[src/hw/rtl/cdpq_pkg.sv]
// Package for the category/date priority queue: record and beat types, opcodes and codes.
// Depends on nothing.
`timescale 1ns / 1ps
`default_nettype none
package cdpq_pkg;
  localparam int CAPACITY_DEF = 16;
  localparam int TAG_BITS_DEF = 16;

  typedef enum logic [1:0] {
    OP_PUSH  = 2'd0,
    OP_PEEK  = 2'd1,
    OP_POP   = 2'd2,
    OP_COUNT = 2'd3
  } opcode_t;

  typedef enum logic [1:0] {
    ST_OK    = 2'd0,
    ST_EMPTY = 2'd1,
    ST_FULL  = 2'd2,
    ST_SPARE = 2'd3
  } status_t;

  typedef struct packed {
    logic [1:0]  opcode;
    logic [2:0]  category;
    logic [13:0] year;
    logic [3:0]  month;
    logic [4:0]  day;
    logic [15:0] tag;
  } in_beat_t;

  typedef struct packed {
    logic [1:0]  status;
    logic [2:0]  out_priority;
    logic [13:0] out_year;
    logic [3:0]  out_month;
    logic [4:0]  out_day;
    logic [15:0] out_tag;
    logic [15:0] out_arrival;
    logic [4:0]  entry_count;
  } out_beat_t;

  // Stored record; the key fields sit high so that one compare ranks them.
  typedef struct packed {
    logic [2:0]  prio;
    logic [13:0] year;
    logic [3:0]  month;
    logic [4:0]  day;
    logic [15:0] tag;
    logic [15:0] arrival;
  } rec_t;

  function automatic logic [2:0] prio_of_kind(input logic [2:0] kind);
    logic [2:0] p;
    unique case (kind)
      3'd0: p = 3'd5;
      3'd1: p = 3'd4;
      3'd2: p = 3'd3;
      3'd3: p = 3'd2;
      default: p = 3'd1;
    endcase
    return p;
  endfunction

  // True when a outranks b: higher priority, later date, then earlier arrival.
  function automatic logic outranks(input rec_t a, input rec_t b);
    logic r;
    if ({a.prio, a.year, a.month, a.day} != {b.prio, b.year, b.month, b.day}) begin
      r = {a.prio, a.year, a.month, a.day} > {b.prio, b.year, b.month, b.day};
    end else begin
      r = a.arrival < b.arrival;
    end
    return r;
  endfunction
endpackage
`default_nettype wire

[src/hw/rtl/category_date_priority_queue_core.sv]
// Top level of the category/date priority queue: command sequencer around the entry memory.
// Depends on cdpq_pkg and cdpq_store.
//
// Usage: drive in_beat and raise start while busy is low; that beat is taken.
// Exactly one result beat follows on out_beat, marked by out_valid for one cycle.
// Peek and pop scan the held entries through the single read port of the
// entry memory, one entry per cycle; a pop then reads the last held entry
// and writes it into the vacated slot. busy stays high through the result
// beat, so the next beat is not taken until the result beat has been shown.
// Reset empties the queue and clears the arrival counter; memory contents are
// not cleared, since only data read from slots below the held count is ever used.
// The receiver cannot stall; each result beat is shown for one cycle only.
`timescale 1ns / 1ps
`default_nettype none
module category_date_priority_queue_core #(
  parameter int CAPACITY = cdpq_pkg::CAPACITY_DEF,
  parameter int TAG_BITS = cdpq_pkg::TAG_BITS_DEF
) (
  input  wire logic                clk,
  input  wire logic                rst_n,
  input  wire logic                start,
  output logic                     busy,
  input  wire cdpq_pkg::in_beat_t  in_beat,
  output logic                     out_valid,
  output cdpq_pkg::out_beat_t      out_beat
);
  localparam int AW = $clog2(CAPACITY);
  localparam int CW = $clog2(CAPACITY + 1);

  typedef enum logic [5:0] {
    S_IDLE = 6'b000001,
    S_SCAN = 6'b000010,
    S_LAST = 6'b000100,
    S_MOVE = 6'b001000,
    S_DONE = 6'b010000,
    S_OUT  = 6'b100000
  } state_t;

  state_t state_r, state_nxt;
  logic [CW-1:0] count_r, count_nxt;
  logic [15:0] arr_r, arr_nxt;
  logic [1:0] op_r, op_nxt;
  logic [CW-1:0] idx_r, idx_nxt;     // slot being read
  logic [CW-1:0] cmp_r, cmp_nxt;     // slot whose data is arriving
  logic [AW-1:0] best_idx_r, best_idx_nxt;
  cdpq_pkg::rec_t best_r, best_nxt;
  cdpq_pkg::out_beat_t res_r, res_nxt;
  logic out_valid_r, out_valid_nxt;

  logic wr_en;
  logic [AW-1:0] wr_addr, rd_addr;
  cdpq_pkg::rec_t wr_data, rd_data, push_rec;
  logic [15:0] tag_kept;

  cdpq_store #(.CAPACITY(CAPACITY), .AW(AW)) u_store (
    .clk, .wr_en, .wr_addr, .wr_data, .rd_addr, .rd_data
  );

  assign tag_kept = in_beat.tag & 16'((17'd1 << TAG_BITS) - 17'd1);

  always_comb begin
    push_rec.prio    = cdpq_pkg::prio_of_kind(in_beat.category);
    push_rec.year    = in_beat.year;
    push_rec.month   = in_beat.month;
    push_rec.day     = in_beat.day;
    push_rec.tag     = tag_kept;
    push_rec.arrival = arr_r;
  end

  always_comb begin
    state_nxt = state_r;
    count_nxt = count_r;
    arr_nxt = arr_r;
    op_nxt = op_r;
    idx_nxt = idx_r;
    cmp_nxt = cmp_r;
    best_idx_nxt = best_idx_r;
    best_nxt = best_r;
    res_nxt = res_r;
    out_valid_nxt = 1'b0;
    wr_en = 1'b0;
    wr_addr = count_r[AW-1:0];
    wr_data = push_rec;
    rd_addr = idx_r[AW-1:0];
    unique case (state_r)
      S_IDLE: begin
        // The cycle that shows a result beat still counts as busy.
        if (start && !out_valid_r) begin
          op_nxt = in_beat.opcode;
          res_nxt = '0;
          unique case (in_beat.opcode)
            cdpq_pkg::OP_PUSH: begin
              if (count_r >= CW'(CAPACITY)) begin
                res_nxt.status = cdpq_pkg::ST_FULL;
              end else begin
                wr_en = 1'b1;
                arr_nxt = arr_r + 16'd1;
                count_nxt = count_r + CW'(1);
              end
              state_nxt = S_OUT;
            end
            cdpq_pkg::OP_COUNT: state_nxt = S_OUT;
            default: begin
              if (count_r == '0) begin
                res_nxt.status = cdpq_pkg::ST_EMPTY;
                state_nxt = S_OUT;
              end else begin
                rd_addr = '0;
                idx_nxt = CW'(1);
                cmp_nxt = '0;
                state_nxt = S_SCAN;
              end
            end
          endcase
        end
      end
      S_SCAN: begin
        // rd_data holds slot cmp_r; slot idx_r is being read.
        if (cmp_r == '0 || cdpq_pkg::outranks(rd_data, best_r)) begin
          best_nxt = rd_data;
          best_idx_nxt = cmp_r[AW-1:0];
        end
        cmp_nxt = idx_r;
        idx_nxt = idx_r + CW'(1);
        if (idx_r >= count_r) begin
          state_nxt = S_LAST;
          rd_addr = AW'(count_r - CW'(1));
        end
      end
      S_LAST: begin
        // Last compare was done; now rd_data is the last held slot.
        if (op_r == cdpq_pkg::OP_POP) begin
          state_nxt = S_MOVE;
        end else begin
          state_nxt = S_DONE;
        end
        rd_addr = AW'(count_r - CW'(1));
      end
      S_MOVE: begin
        wr_en = 1'b1;
        wr_addr = best_idx_r;
        wr_data = rd_data;
        count_nxt = count_r - CW'(1);
        state_nxt = S_DONE;
      end
      S_DONE: begin
        res_nxt.out_priority = best_r.prio;
        res_nxt.out_year = best_r.year;
        res_nxt.out_month = best_r.month;
        res_nxt.out_day = best_r.day;
        res_nxt.out_tag = best_r.tag;
        res_nxt.out_arrival = best_r.arrival;
        state_nxt = S_OUT;
      end
      S_OUT: begin
        res_nxt.entry_count = 5'(count_r);
        out_valid_nxt = 1'b1;
        state_nxt = S_IDLE;
      end
      default: state_nxt = S_IDLE;
    endcase
  end

  always_ff @(posedge clk) begin
    if (!rst_n) begin
      state_r <= S_IDLE;
      count_r <= '0;
      arr_r <= '0;
      out_valid_r <= 1'b0;
    end else begin
      state_r <= state_nxt;
      count_r <= count_nxt;
      arr_r <= arr_nxt;
      out_valid_r <= out_valid_nxt;
    end
    op_r <= op_nxt;
    idx_r <= idx_nxt;
    cmp_r <= cmp_nxt;
    best_idx_r <= best_idx_nxt;
    best_r <= best_nxt;
    res_r <= res_nxt;
  end

  assign busy = (state_r != S_IDLE) || out_valid_r;
  assign out_valid = out_valid_r;
  assign out_beat = res_r;

`ifndef SYNTHESIS
  a_count_bound: assert property (@(posedge clk) disable iff (!rst_n)
    count_r <= CW'(CAPACITY)) else $error("held count beyond capacity");
  a_one_result: assert property (@(posedge clk) disable iff (!rst_n)
    out_valid_r |=> !out_valid_r) else $error("result beat held for two cycles");
  a_full_status: assert property (@(posedge clk) disable iff (!rst_n)
    out_valid_r && res_r.status == cdpq_pkg::ST_FULL |-> count_r == CW'(CAPACITY))
    else $error("full status with room left");
  a_move_pop: assert property (@(posedge clk) disable iff (!rst_n)
    state_r == S_MOVE |-> op_r == cdpq_pkg::OP_POP && count_r != '0)
    else $error("slot move outside a pop");
`endif
endmodule
`default_nettype wire

[src/hw/rtl/cdpq_store.sv]
// Entry memory of the priority queue: one write port, one registered read port.
// Depends on cdpq_pkg.
`timescale 1ns / 1ps
`default_nettype none
module cdpq_store #(
  parameter int CAPACITY = cdpq_pkg::CAPACITY_DEF,
  parameter int AW = $clog2(CAPACITY)
) (
  input  wire logic            clk,
  input  wire logic            wr_en,
  input  wire logic [AW-1:0]   wr_addr,
  input  wire cdpq_pkg::rec_t  wr_data,
  input  wire logic [AW-1:0]   rd_addr,
  output cdpq_pkg::rec_t       rd_data
);
  cdpq_pkg::rec_t mem [CAPACITY];

  always_ff @(posedge clk) begin
    if (wr_en) begin
      mem[wr_addr] <= wr_data;
    end
    rd_data <= mem[rd_addr];
  end
endmodule
`default_nettype wire

[config.mk]
export PLATFORM = sky130hd
export DESIGN_NAME = category_date_priority_queue_core
export DESIGN_NICKNAME = d
export VERILOG_FILES = /design/src/hw/rtl/cdpq_pkg.sv /design/src/hw/rtl/category_date_priority_queue_core.sv /design/src/hw/rtl/cdpq_store.sv
export SDC_FILE = /design/constraint.sdc
export NUM_CORES = 1
export LEC_CHECK = 0
export BUFFER_PORTS_ARGS = -buffer_cell sky130_fd_sc_hd__buf_2
export CAP_MARGIN = 25
export CORE_MARGIN = 10
export CORE_UTILIZATION = 25
export DETAILED_ROUTE_END_ITERATION = 16
export PLACE_DENSITY = 0.37
export SYNTH_ARGS = -nofsm -noshare
export SYNTH_HDL_FRONTEND = slang
export SYNTH_SLANG_ARGS = --single-unit
[constraint.sdc]
create_clock -name clk -period 16.24 [get_ports clk]
set_input_delay 2.436 -clock clk [delete_from_list [all_inputs] [get_ports clk]]
set_output_delay 2.436 -clock clk [all_outputs]
set_load 0.01 [all_outputs]
Word level (Yosys, flattened, before mapping):

Memory sizes are Yosys's and may differ from the RTL's. A register that Yosys moved wholly into a read port is not among the register bits.
Cells that the tools add are included.

* bits in writable memories: 928
* memories kept: 1
* register bits: 167
* word-level logic and storage cells: 113

* bitwise operators: 1
* $add $sub $neg: 4
* muxes and demuxes: 41
* reductions and logical operators: 21
* magnitude comparators: 4
* eq/ne operators: 19

Memories
* u_store.mem: words 16, bits a word 58, read ports 1, clocked after memory_dff 1, write ports 1, line cdpq_store.sv:16 `cdpq_pkg::rec_t mem [CAPACITY];`

Operator list (count)
* $pmux W58 S2: 1
* $mux W63: 1
* $mux W58: 1
* $mux W5: 10
* $pmux W5 S2: 4
* $pmux W6 S5: 1
* $gt A26 B26 Y1: 1
* $ne A26 B26 Y1: 1
* $mux W6: 4
* $mux W4: 5
* $add A16 B1 Y16 const B: 1
* $lt A16 B16 Y1: 1
* $pmux W3 S4: 1
* $pmux W4 S3: 1
* $reduce_and A4 Y1: 3
* $add A5 B1 Y5 const B: 2
* $logic_not A5 Y1: 2
* $ne A2 B2 Y1 const B: 5
* $reduce_and A2 Y1: 5
* $mux W1: 9
* $reduce_bool A2 Y1: 4
* $eq A3 B2 Y1 const B: 2
* $eq A6 B1 Y1 const B: 1
* $eq A6 B2 Y1 const B: 1
* 21 further kinds: 23

Longest topological paths before layout:

Gate-level depths: netlist of the first run.

* depth in word-level cells: 7
* mapped depth: 14
* depth with buffers taken out: 10

Modules after synthesis:

Synthesis of the first run repeated with hierarchy kept, for this count alone.

* cell total of the unflattened synthesis: 2254
* area, all modules: 43894.6 sq um

By module, submodules not included
* cdpq_store: area an instance 35891.9 sq um, sequential area each 29027.8 sq um, times used 1, cells an instance 1496
* category_date_priority_queue_core: area an instance 8002.7 sq um, sequential area each 4734.5 sq um, times used 1, cells an instance 758

Worst setup path after synthesis of the first run:

No wires, ideal clock.

* path kind: input -> register
* start point: in in_beat[42] (netlist bit)
* end point: mem u_store.mem[1][0] (netlist bit), enable pin
* library setup time: 0.474 ns
* slack: 9.662 ns
* path buffers: 1
* arrival time: 6.103 ns
* cell stages on the path: 8
* required time: 15.766 ns
* cells stage by stage: inv_1 > ha_1 > nand2_1 > nor4_2 > clkbuf_1 > nand2_1 > o22a_1 > nor2_1

* word-level cells in the longest chain between the ends: 6

RTL lines
* start, declared: line category_date_priority_queue_core.sv:23 `input wire cdpq_pkg::in_beat_t in_beat,`
* $logic_not A2 Y1: line category_date_priority_queue_core.sv:91 `unique case (in_beat.opcode)`
* $mux W1: line category_date_priority_queue_core.sv:91
* $mux W1: line category_date_priority_queue_core.sv:88 `if (start && !out_valid_r) begin`
* $pmux W1 S2: line category_date_priority_queue_core.sv:85 `unique case (state_r)`
* $mux W1: line cdpq_store.sv:19 `if (wr_en) begin`
* $mux W1 (not written as such): line cdpq_store.sv:20 `mem[wr_addr] <= wr_data;`
* end, declared: line cdpq_store.sv:16

Every way passes these cells.

Worst setup path in the final report of the first run:

* start point: in in_beat[42] (netlist bit)
* end point: reg u_store.rd_data[47] (netlist name)

* word-level cells in the longest chain between the ends: 5

RTL lines (line)
* $eq A2 B2 Y1 or $logic_not A2 Y1 (tied branches): category_date_priority_queue_core.sv:91
* $reduce_or A2 Y1 (no source line) *
* $mux W4 *: category_date_priority_queue_core.sv:91
* $mux W4 *: category_date_priority_queue_core.sv:88
* $pmux W4 S3 *: category_date_priority_queue_core.sv:85

Mark *: on every way between the ends. The rest lies on a longest branch, timed or not.
A chain may end at the register's enable or synchronous reset.

==> metrics, run 1 <==
Yosys cell types 61; Net Sw Frac 29.08%; post-DP HPWL 73.35 mm; Async S/R FF share, synth 0%; min Tclk post-route 6.298 ns; Die Area 0.1965 mm2; P_int 5670 uW; Worst path top cell family by delay buffers and inverters; die height about 440 um; EDFF count, synth 1067; post-synthesis instance total approximately 2900; worst skew pair latency 0.78 ns; clock share of power 37.6%; Die W 443.3 um; row cnt around 160; Post-CTS Hold Fix Bufs 0; routing usage on met2 22.56%; WS Path Type input port to register; PortBufs between 100 and 150; WP buf/inv 4; Max Root-Sink Buffers 3; Slowest Stage Delay on Critical Path 0.85 ns; Seq/Total Area, Yosys approximately three quarters; combinational share of power 18.3%; Placer Congestion 0.6987; Post-CTS Resized 0; worst-margin pin slew approximately 1.1 ns; Initial Util 25.13%; Crit Path Max Fanout 56; Slew Viols, Final 0; most common cell after layout, fill and taps aside edfxtp_1; syn nets around 3000; Max Cap Viol 0; Core Util, Final 29.55%; grt ovf 0; RSZ-0062 raised after global routing false; cts bufs inserted 136; Syn. warnings 0; Vias/cell 4.584; Max Freq 0.1588 GHz; Pleak 0.01793 uW; layout cells sized above 1 12.96%; Data required, critical path 16.91 ns; Power Density 151.8 mW/mm2; Yosys reg bits 1153; core area 0.1782 mm2; crit-path cells buf_2 -> inv_1 -> ha_1 -> nand4bb_1 -> o22ai_1 -> nor2b_1 -> o21ai_1 -> and3_4 -> buf_4 -> buf_4 -> mux2i_1 -> o22ai_1 -> a311o_1; top_reg_cell synth edfxtp_1; M3 GR Usage 2.453%; reg2reg setup slack 10.62 ns; global-route wire length before repair between 200 and 250 mm; met1 usage 19.63%; final number of hold-violating endpoints 0; Tot GR Track Use 14.10%; Netlist Area Pre-Place 0.04479 mm2; largest net degree at the start of global routing between 100 and 150; most frequent cells in the layout 1067 x edfxtp_1, 442 x nand2_1, 311 x mux2i_1; clk_skew between 0.03 and 0.04 ns; setup bufs post-CTS 0; DRT Pass-1 Iters 5; setup tns final 0 ns; Hold Crit Class register to register; wire per inst 25.76 um; Nets approximately 3100; initial antenna violation count 6; vias in the first global route 25890; Slew headroom approximately a quarter; CTS tree yes; final number of setup-violating endpoints 0; Worst EP arrival 6.96 ns; First DRT Iteration DRCs 2055; htree depth 4; proportion of power drawn by flip-flops and latches 44.1%; NetSw 2325 uW; CP startpoint kind input port; total number of vias around 25000; Root Buffer clkbuf_16; final worst path period share 38.78%; clock sink count 1153; status finished, final reports clean; Mapped Avg Cell Area 15.52 um2; final WL ~140 mm; DRC 0; CP max stage cell buf_4; antenna-violating nets left 0; Layout area overhead 17.59%; Setup crit end kind register; most crowded layer after global routing met2; IR drop worst, VDD around 130 uV; CTS clk-pin slew, worst paths 0.06 ns; # IOs 114
power by group through the flow:
stage / combinational (uW) / clock, uW / sequential [uW]
3_3_place_gp: 1500 / 0 / 3600
5_1_grt: 1600 / 3210 / 3540
2_1_floorplan: 1010 / 0 / 3510
6_report: 1470 / 3010 / 3520
3_5_place_dp: 1490 / 0 / 3590
4_1_cts: 1500 / 3100 / 3530
final timing paths:
| kind | endpoint | from | depth (start not counted) |
|---|---|---|---|
| worst min register to register | best_r[24] | u_store.rd_data[24] | 0 |
| worst max-delay path | u_store.rd_data[47] | in_beat[42] | 13 |
| worst min-delay path | best_r[24] | u_store.rd_data[24] | 0 |
| worst max register to register | u_store.rd_data[47] | count_r[3] | 12 |
kinds of logic after synthesis:
logic type,share of synthesized area [%]
DFF,75.38
and+or+nand+nor,6.878
AOI/OAI and AO/OA,6.649
muxes,6.951
buffers and inverters,2.274
adders and majority gates,1.453
xor gates and xnor gates,0.4107
cells in the mapped netlist (all sizes together), types with 52 or more instances:
cell       n  area share [%]
a21oi    106             1.2
nor2      87            0.73
buf       80             1.2
inv       59            0.49
ha        52             1.5
nand2    446             3.7
dfxtp     86             3.8
mux2i    311             7.0
edfxtp  1067              72
clkbuf    74            0.62
nand3     66            0.74
o22ai    118             1.6
routing by layer:
metal | vias up | routed length [um]
met5 | - | 0
li1 | 11380 | -
met1 | 13190 | 67720
met4 | 0 | 3229
met3 | 192 | 5333
met2 | 518 | 65760
worst reg2reg max path, cell delays in order, from the launching register on:
cell	delay, ns
dfxtp_1	0.45
clkinv_1	0.38
ha_1	0.44
o211ai_1	0.08
o21ai_1	0.39
a21oi_4	0.16
o21ai_1	0.33
and3_4	0.83
buf_4	0.87
buf_4	0.82
mux2i_1	0.31
o22ai_1	0.11
a311o_1	0.34
stage by stage:
| step | total power, uW | worst slack (ns) | cells | instance area, um2 | hold WS (ns) |
|---|---|---|---|---|---|
| 2_1_floorplan | 4528 | 9.662 | 2886 | 44790 | 0.4081 |
| 5_1_grt | 8351 | 9.632 | 5513 | 52670 | 0.4597 |
| 3_5_place_dp | 5086 | 9.145 | 5264 | 48290 | 0.4231 |
| 4_1_cts | 8132 | 9.960 | 5512 | 52660 | 0.4518 |
| 3_3_place_gp | 5094 | 9.164 | 5261 | 48240 | 0.4278 |
| 6_report | 7995 | 9.942 | 5513 | 52670 | 0.4473 |
layout make-up:
cell class | count | area [um2]
Fill cell | 17700 | 125600
Sequential cell | 1153 | 33760
Multi-Input combinational cell | 1519 | 10250
Clock buffer | 204 | 3862
Tap cell | 2355 | 2947
Timing Repair Buffer | 177 | 1109
Clock inverter | 44 | 511.7
Inverter | 60 | 225.2
Antenna cell | 1 | 2.502
registers in the layout (all words and copies together), names as in the netlist:
name,count
best_r,58
op_r,2
u_store.rd_data,58
best_idx_r,4
out_valid,1
u_store.mem,928
cmp_r,5
count_r,5
state_r,6
out_beat,65
idx_r,5
arr_r,16
Note: power is estimated with default switching activity, not from simulation.
==> run 2, diff against run 1 <==
Clock period 16.24 ns to 5.9 ns, I/O delays scaled along.
==> run 2 against run 1 <==
Against the previous run:
- sequential share of layout area fell by 0.73 points
- clock skew fell by 0.0087 ns
- clock power rose to 2.9 times the previous value
- core utilization rose by 0.34 points
- first-iteration DRC count fell by 1.9%
- worst setup slack got worse by 8.5 ns
- non-clock buffer count rose by 12
- worst hold slack got worse by 0.13 ns
- highest routed layer is now met5
- critical endpoint is now u_store.rd_data[37]
- cell count rose by 0.45%
==> metrics, run 2 (synthesis gave the netlist of run 1 again) <==
final WL 138.6 mm; layout cells sized above 1 13.60%; Filler cells 17630; Post-CTS Hold Fix Bufs 0; IR drop worst, VDD ~360 uV; max FFs per register slightly above 900; status finished, final reports clean; DRT Pass-1 Iters 7; Setup crit end kind register; Slew headroom between 30 and 40%; post-DP HPWL 72.66 mm; Biggest register u_store.mem; Power Density 422.2 mW/mm2; routing usage on met2 21.48%; Die Area 0.1965 mm2; Critical Path End u_store.rd_data[37]; largest net degree at the start of global routing approximately 150; Hold Crit Class input port to register; total number of vias 25060; Slew Viols, Final 0; Initial Util 25.13%; Max Root-Sink Buffers 3; row cnt approximately 160; Crit Path Max Fanout 37; clk_skew 0.02599 ns; RSZ-0062 raised after global routing false; DRC 0; M3 GR Usage between 2 and 2.5%; final number of setup-violating endpoints 0; worst-margin pin slew 1.041 ns; Vias/cell 4.525; Layout area overhead 18.96%; final number of hold-violating endpoints 0; Tot GR Track Use 13.71%; Die W 443.3 um; CTS tree yes; setup tns final 0 ns; Placer Congestion 0.7216; Data required, critical path roughly 6.6 ns; FF-to-FF Start count_r[3]; most frequent cells in the layout 1067 x edfxtp_1, 442 x nand2_1, 311 x mux2i_1; wire per inst about 25 um; min Tclk post-route around 4.5 ns; CTS clk-pin slew, worst paths 0.06 ns; setup bufs post-CTS 0; Setup crit start count_r[3]; global-route wire length before repair roughly 200 mm; r2r endpoint u_store.rd_data[37]; WS Path Type register to register; final instance count without filler cells 5538; Max Freq 0.2246 GHz; WHS Path Cells 1; reg2reg setup slack 1.45 ns; final instance area 0.05328 mm2; Nets 3161; Register Area 0.03376 mm2; Worst EP arrival between 5 and 6 ns; multi-input logic area 0.01025 mm2; htree depth 4; Pleak 0.01820 uW; Max Cap Viol 0; met1 usage around a fifth; most crowded layer after global routing met2; grt ovf 0; die height 443.3 um; final worst path period share roughly 75%; core area 0.1782 mm2; antenna-violating nets left 0; R2R depth 12; CP startpoint kind register; Post-CTS Resized 0; Area after DPL 0.04864 mm2; Root Buffer clkbuf_16; cts bufs inserted 139; # IOs 114; First DRT Iteration DRCs 2016; vias in the first global route between 20000 and 30000; worst skew pair latency 0.78 ns; most common cell after layout, fill and taps aside edfxtp_1; PortBufs between 100 and 150; initial antenna violation count 9; Placed Instances 5276; clock sink count 1153
[run 2: changes by cell type in the layout (fill, tap and decap cells not counted), moves of 3 or more]
cell       before  now
inv_16          1    4
clkinv_1        8   13
diode_2         1    6
buf_12          5   26
buf_4          59   50
clkbuf_16     139  143
clkbuf_1       51   43
bufinv_16       6   11
[run 2: worst min path at each step]
stage                        start       endpoint  slack, ns
2_1_floorplan  u_store.rd_data[16]     best_r[16]       0.41
3_3_place_gp              cmp_r[1]  best_idx_r[1]       0.44
3_5_place_dp   u_store.rd_data[27]     best_r[27]       0.42
4_1_cts                in_beat[42]        op_r[0]       0.25
5_1_grt                in_beat[42]        op_r[0]       0.28
6_report               in_beat[43]        op_r[1]       0.32
[run 2: cell type report]
cell class	instances	area share [%]
flip-flops and latches	1153	63.37
diodes	6	0.02818
well taps	2355	5.531
multi-input cells	1519	19.23
clock buffers	202	7.433
clock inverters	54	1.238
repair buffers	189	2.743
inverters	60	0.4227
[run 2: power breakdown]
group	internal [uW]	switching (uW)	total (uW)	leakage [uW]
clock network	5170	3480	8650	0.00225
logic	1520	2600	4130	0.00529
registers	9330	392	9720	0.0107
[run 2: routing by layer]
| metal | wire length [um] | share of wire (%) |
|---|---|---|
| met1 | 68410 | 49 |
| met2 | 62770 | 45 |
| met3 | 5033 | 3.6 |
| met4 | 2339 | 1.7 |
| met5 | 13 | 0.0094 |
[run 2: through the flow]
step	setup WS, ns	util (%)	total power [uW]	hold WS (ns)
finish	1.448	29.89	22500	0.3159
global route	1.170	29.89	23480	0.2750
CTS	1.394	29.88	22880	0.2515
detailed placement	1.313	27.29	14130	0.4214
global placement	1.348	27.27	14160	0.4404
floorplan	0.6544	-	12460	0.4081
[run 2: worst max-delay path, cell delays in order, from the launching register on]
cell	delay, ns
dfxtp_1	0.44
clkinv_1	0.28
ha_1	0.39
a211oi_1	0.23
o21ai_1	0.20
a21o_1	0.29
a221oi_2	0.65
nor2_4	0.06
buf_4	0.30
nand2_4	0.69
buf_12	0.32
o22ai_1	0.12
a311o_1	0.32
==> run 3, diff against run 2 <==
Clock period 5.9 ns to 4.6 ns, I/O delays scaled along.
==> run 3 against run 2 <==
Against the previous run:
- global-route usage is 0.20 points higher
- clock-buffer cell count is 6 lower
- worst hold slack got worse by 0.19 ns
- wire length grew 1.1%
- sequential share of layout area down 0.24 points
- die area unchanged
- worst setup slack got worse by 0.80 ns
==> metrics, run 3 (synthesis gave the netlist of run 1 again) <==
status finished, final reports clean; Worst Hold Launch in_beat[43]; reg2reg setup slack 0.64 ns; initial antenna violation count 12; Root Buffer clkbuf_16; Setup crit start count_r[3]; Die Area 0.1965 mm2; Worst EP arrival 4.60 ns; Max Cap Viol 0; PortBufs 113; total number of vias 25210; final instance area 0.05348 mm2; clk_skew 0.04749 ns; Critical Path End u_store.rd_data[41]; core area 0.1782 mm2; Die W around 440 um; htree depth 4; Data required, critical path 5.24 ns; min Tclk post-route 3.956 ns; largest net degree at the start of global routing 71; vias in the first global route 25930; final WL 140.1 mm; R2R depth 11; global-route wire length before repair between 150 and 200 mm; First DRT Iteration DRCs 1710; most common cell after layout, fill and taps aside edfxtp_1; Layout area overhead 19.41%; Biggest register u_store.mem; RSZ-0062 raised after global routing false; Max Freq 0.2528 GHz; WP buf/inv 2; WS Path Type register to register; CP max stage cell nor3_1; Pleak 0.01832 uW; Register Area 0.03376 mm2; final number of setup-violating endpoints 0; Tot GR Track Use 13.91%; worst skew pair latency 0.79 ns; Crit Path Max Fanout 18; Post-CTS Hold Fix Bufs 0; crit-path cells clkinv_1 -> ha_1 -> o211ai_1 -> o21ai_1 -> a21oi_4 -> nor3_1 -> o2bb2ai_4 -> nand2_4 -> buf_4 -> o22ai_1 -> a311o_1; setup bufs post-CTS 0; DRC 0; max FFs per register around 930; Hold Crit Class input port to register; IR drop worst, VDD 334.3 uV; Power Density 531.5 mW/mm2; Slowest Stage Delay on Critical Path 0.57 ns; Power Total 28420 uW; antenna-violating nets left 0; worst-margin pin slew 1.038 ns; instance count on the critical path 11; die height 443.3 um; FF-to-FF Start count_r[3]; Area after DPL 0.04920 mm2; final number of hold-violating endpoints 0; Placer Congestion 0.7087; post-DP HPWL between 70 and 80 mm; r2r endpoint u_store.rd_data[41]; Slew headroom 30.77%; # IOs 114; Slew Viols, Final 0; CTS tree yes; Worst path top cell family by delay compound AO/OA/AOI/OAI gates; Post-CTS Resized 0; Nets 3208; cts bufs inserted ~140; CP startpoint kind register; final worst path period share 86.01%; Max Root-Sink Buffers 3; DRT Pass-1 Iters 5; multi-input logic area approximately 0.010 mm2; wire per inst 25.11 um; Initial Util 25.13%; setup tns final 0 ns; clock sink count 1153; grt ovf 0; row cnt 155; Setup crit end kind register; Filler cells 17700; Vias/cell between 4 and 5; most frequent cells in the layout 1067 x edfxtp_1, 442 x nand2_1, 311 x mux2i_1; CTS clk-pin slew, worst paths 0.06 ns; layout cells sized above 1 between 10% and 20%; Core Util, Final 30.01%
[run 3: changes by cell type in the layout (fill, tap and decap cells not counted), sizes merged]
cell | before | now
bufinv | 11 | 4
inv | 66 | 68
diode | 6 | 2
clkinv | 35 | 40
clkbuf | 202 | 196
buf | 189 | 238
[run 3: worst min-delay path by stage]
stage	cells after the start	slack (ns)	to
6_report	1	0.12	op_r[1]
5_1_grt	1	0.07	op_r[1]
4_1_cts	1	0.05	op_r[1]
3_5_place_dp	0	0.44	best_r[32]
3_3_place_gp	0	0.44	best_idx_r[0]
2_1_floorplan	0	0.41	best_r[16]
[run 3: cell type report]
class                      count  area share [%]
timing repair buffer         238           3.795
inverter                      60          0.4211
clock inverter                54          0.9031
tap                         2355           5.510
antenna                        2        0.009358
multi-input combinational   1519           19.16
sequential                  1153           63.13
clock buffer                 196           7.072
[run 3: report_power, final]
| part | leakage [uW] | internal (uW) | switching, uW |
|---|---|---|---|
| clock network | 0.00207 | 5980 | 4410 |
| registers | 0.0107 | 12000 | 516 |
| logic | 0.00559 | 2170 | 3380 |
[run 3: layer usage]
metal / global-route usage [%] / part of all wire, %
met5: 0 / 0.039
met2: 22.26 / 46
met3: 2.590 / 4.0
met4: 3.344 / 1.8
met1: 19.43 / 48
[run 3: through the flow]
step / cells / hold WS (ns) / setup slack (ns)
6_report: 5577 / 0.1230 / 0.6435
5_1_grt: 5576 / 0.07408 / 0.4057
3_5_place_dp: 5323 / 0.4364 / 0.7073
4_1_cts: 5573 / 0.05279 / 0.6730
3_3_place_gp: 5319 / 0.4387 / 0.7085
2_1_floorplan: 2886 / 0.4081 / -0.2917
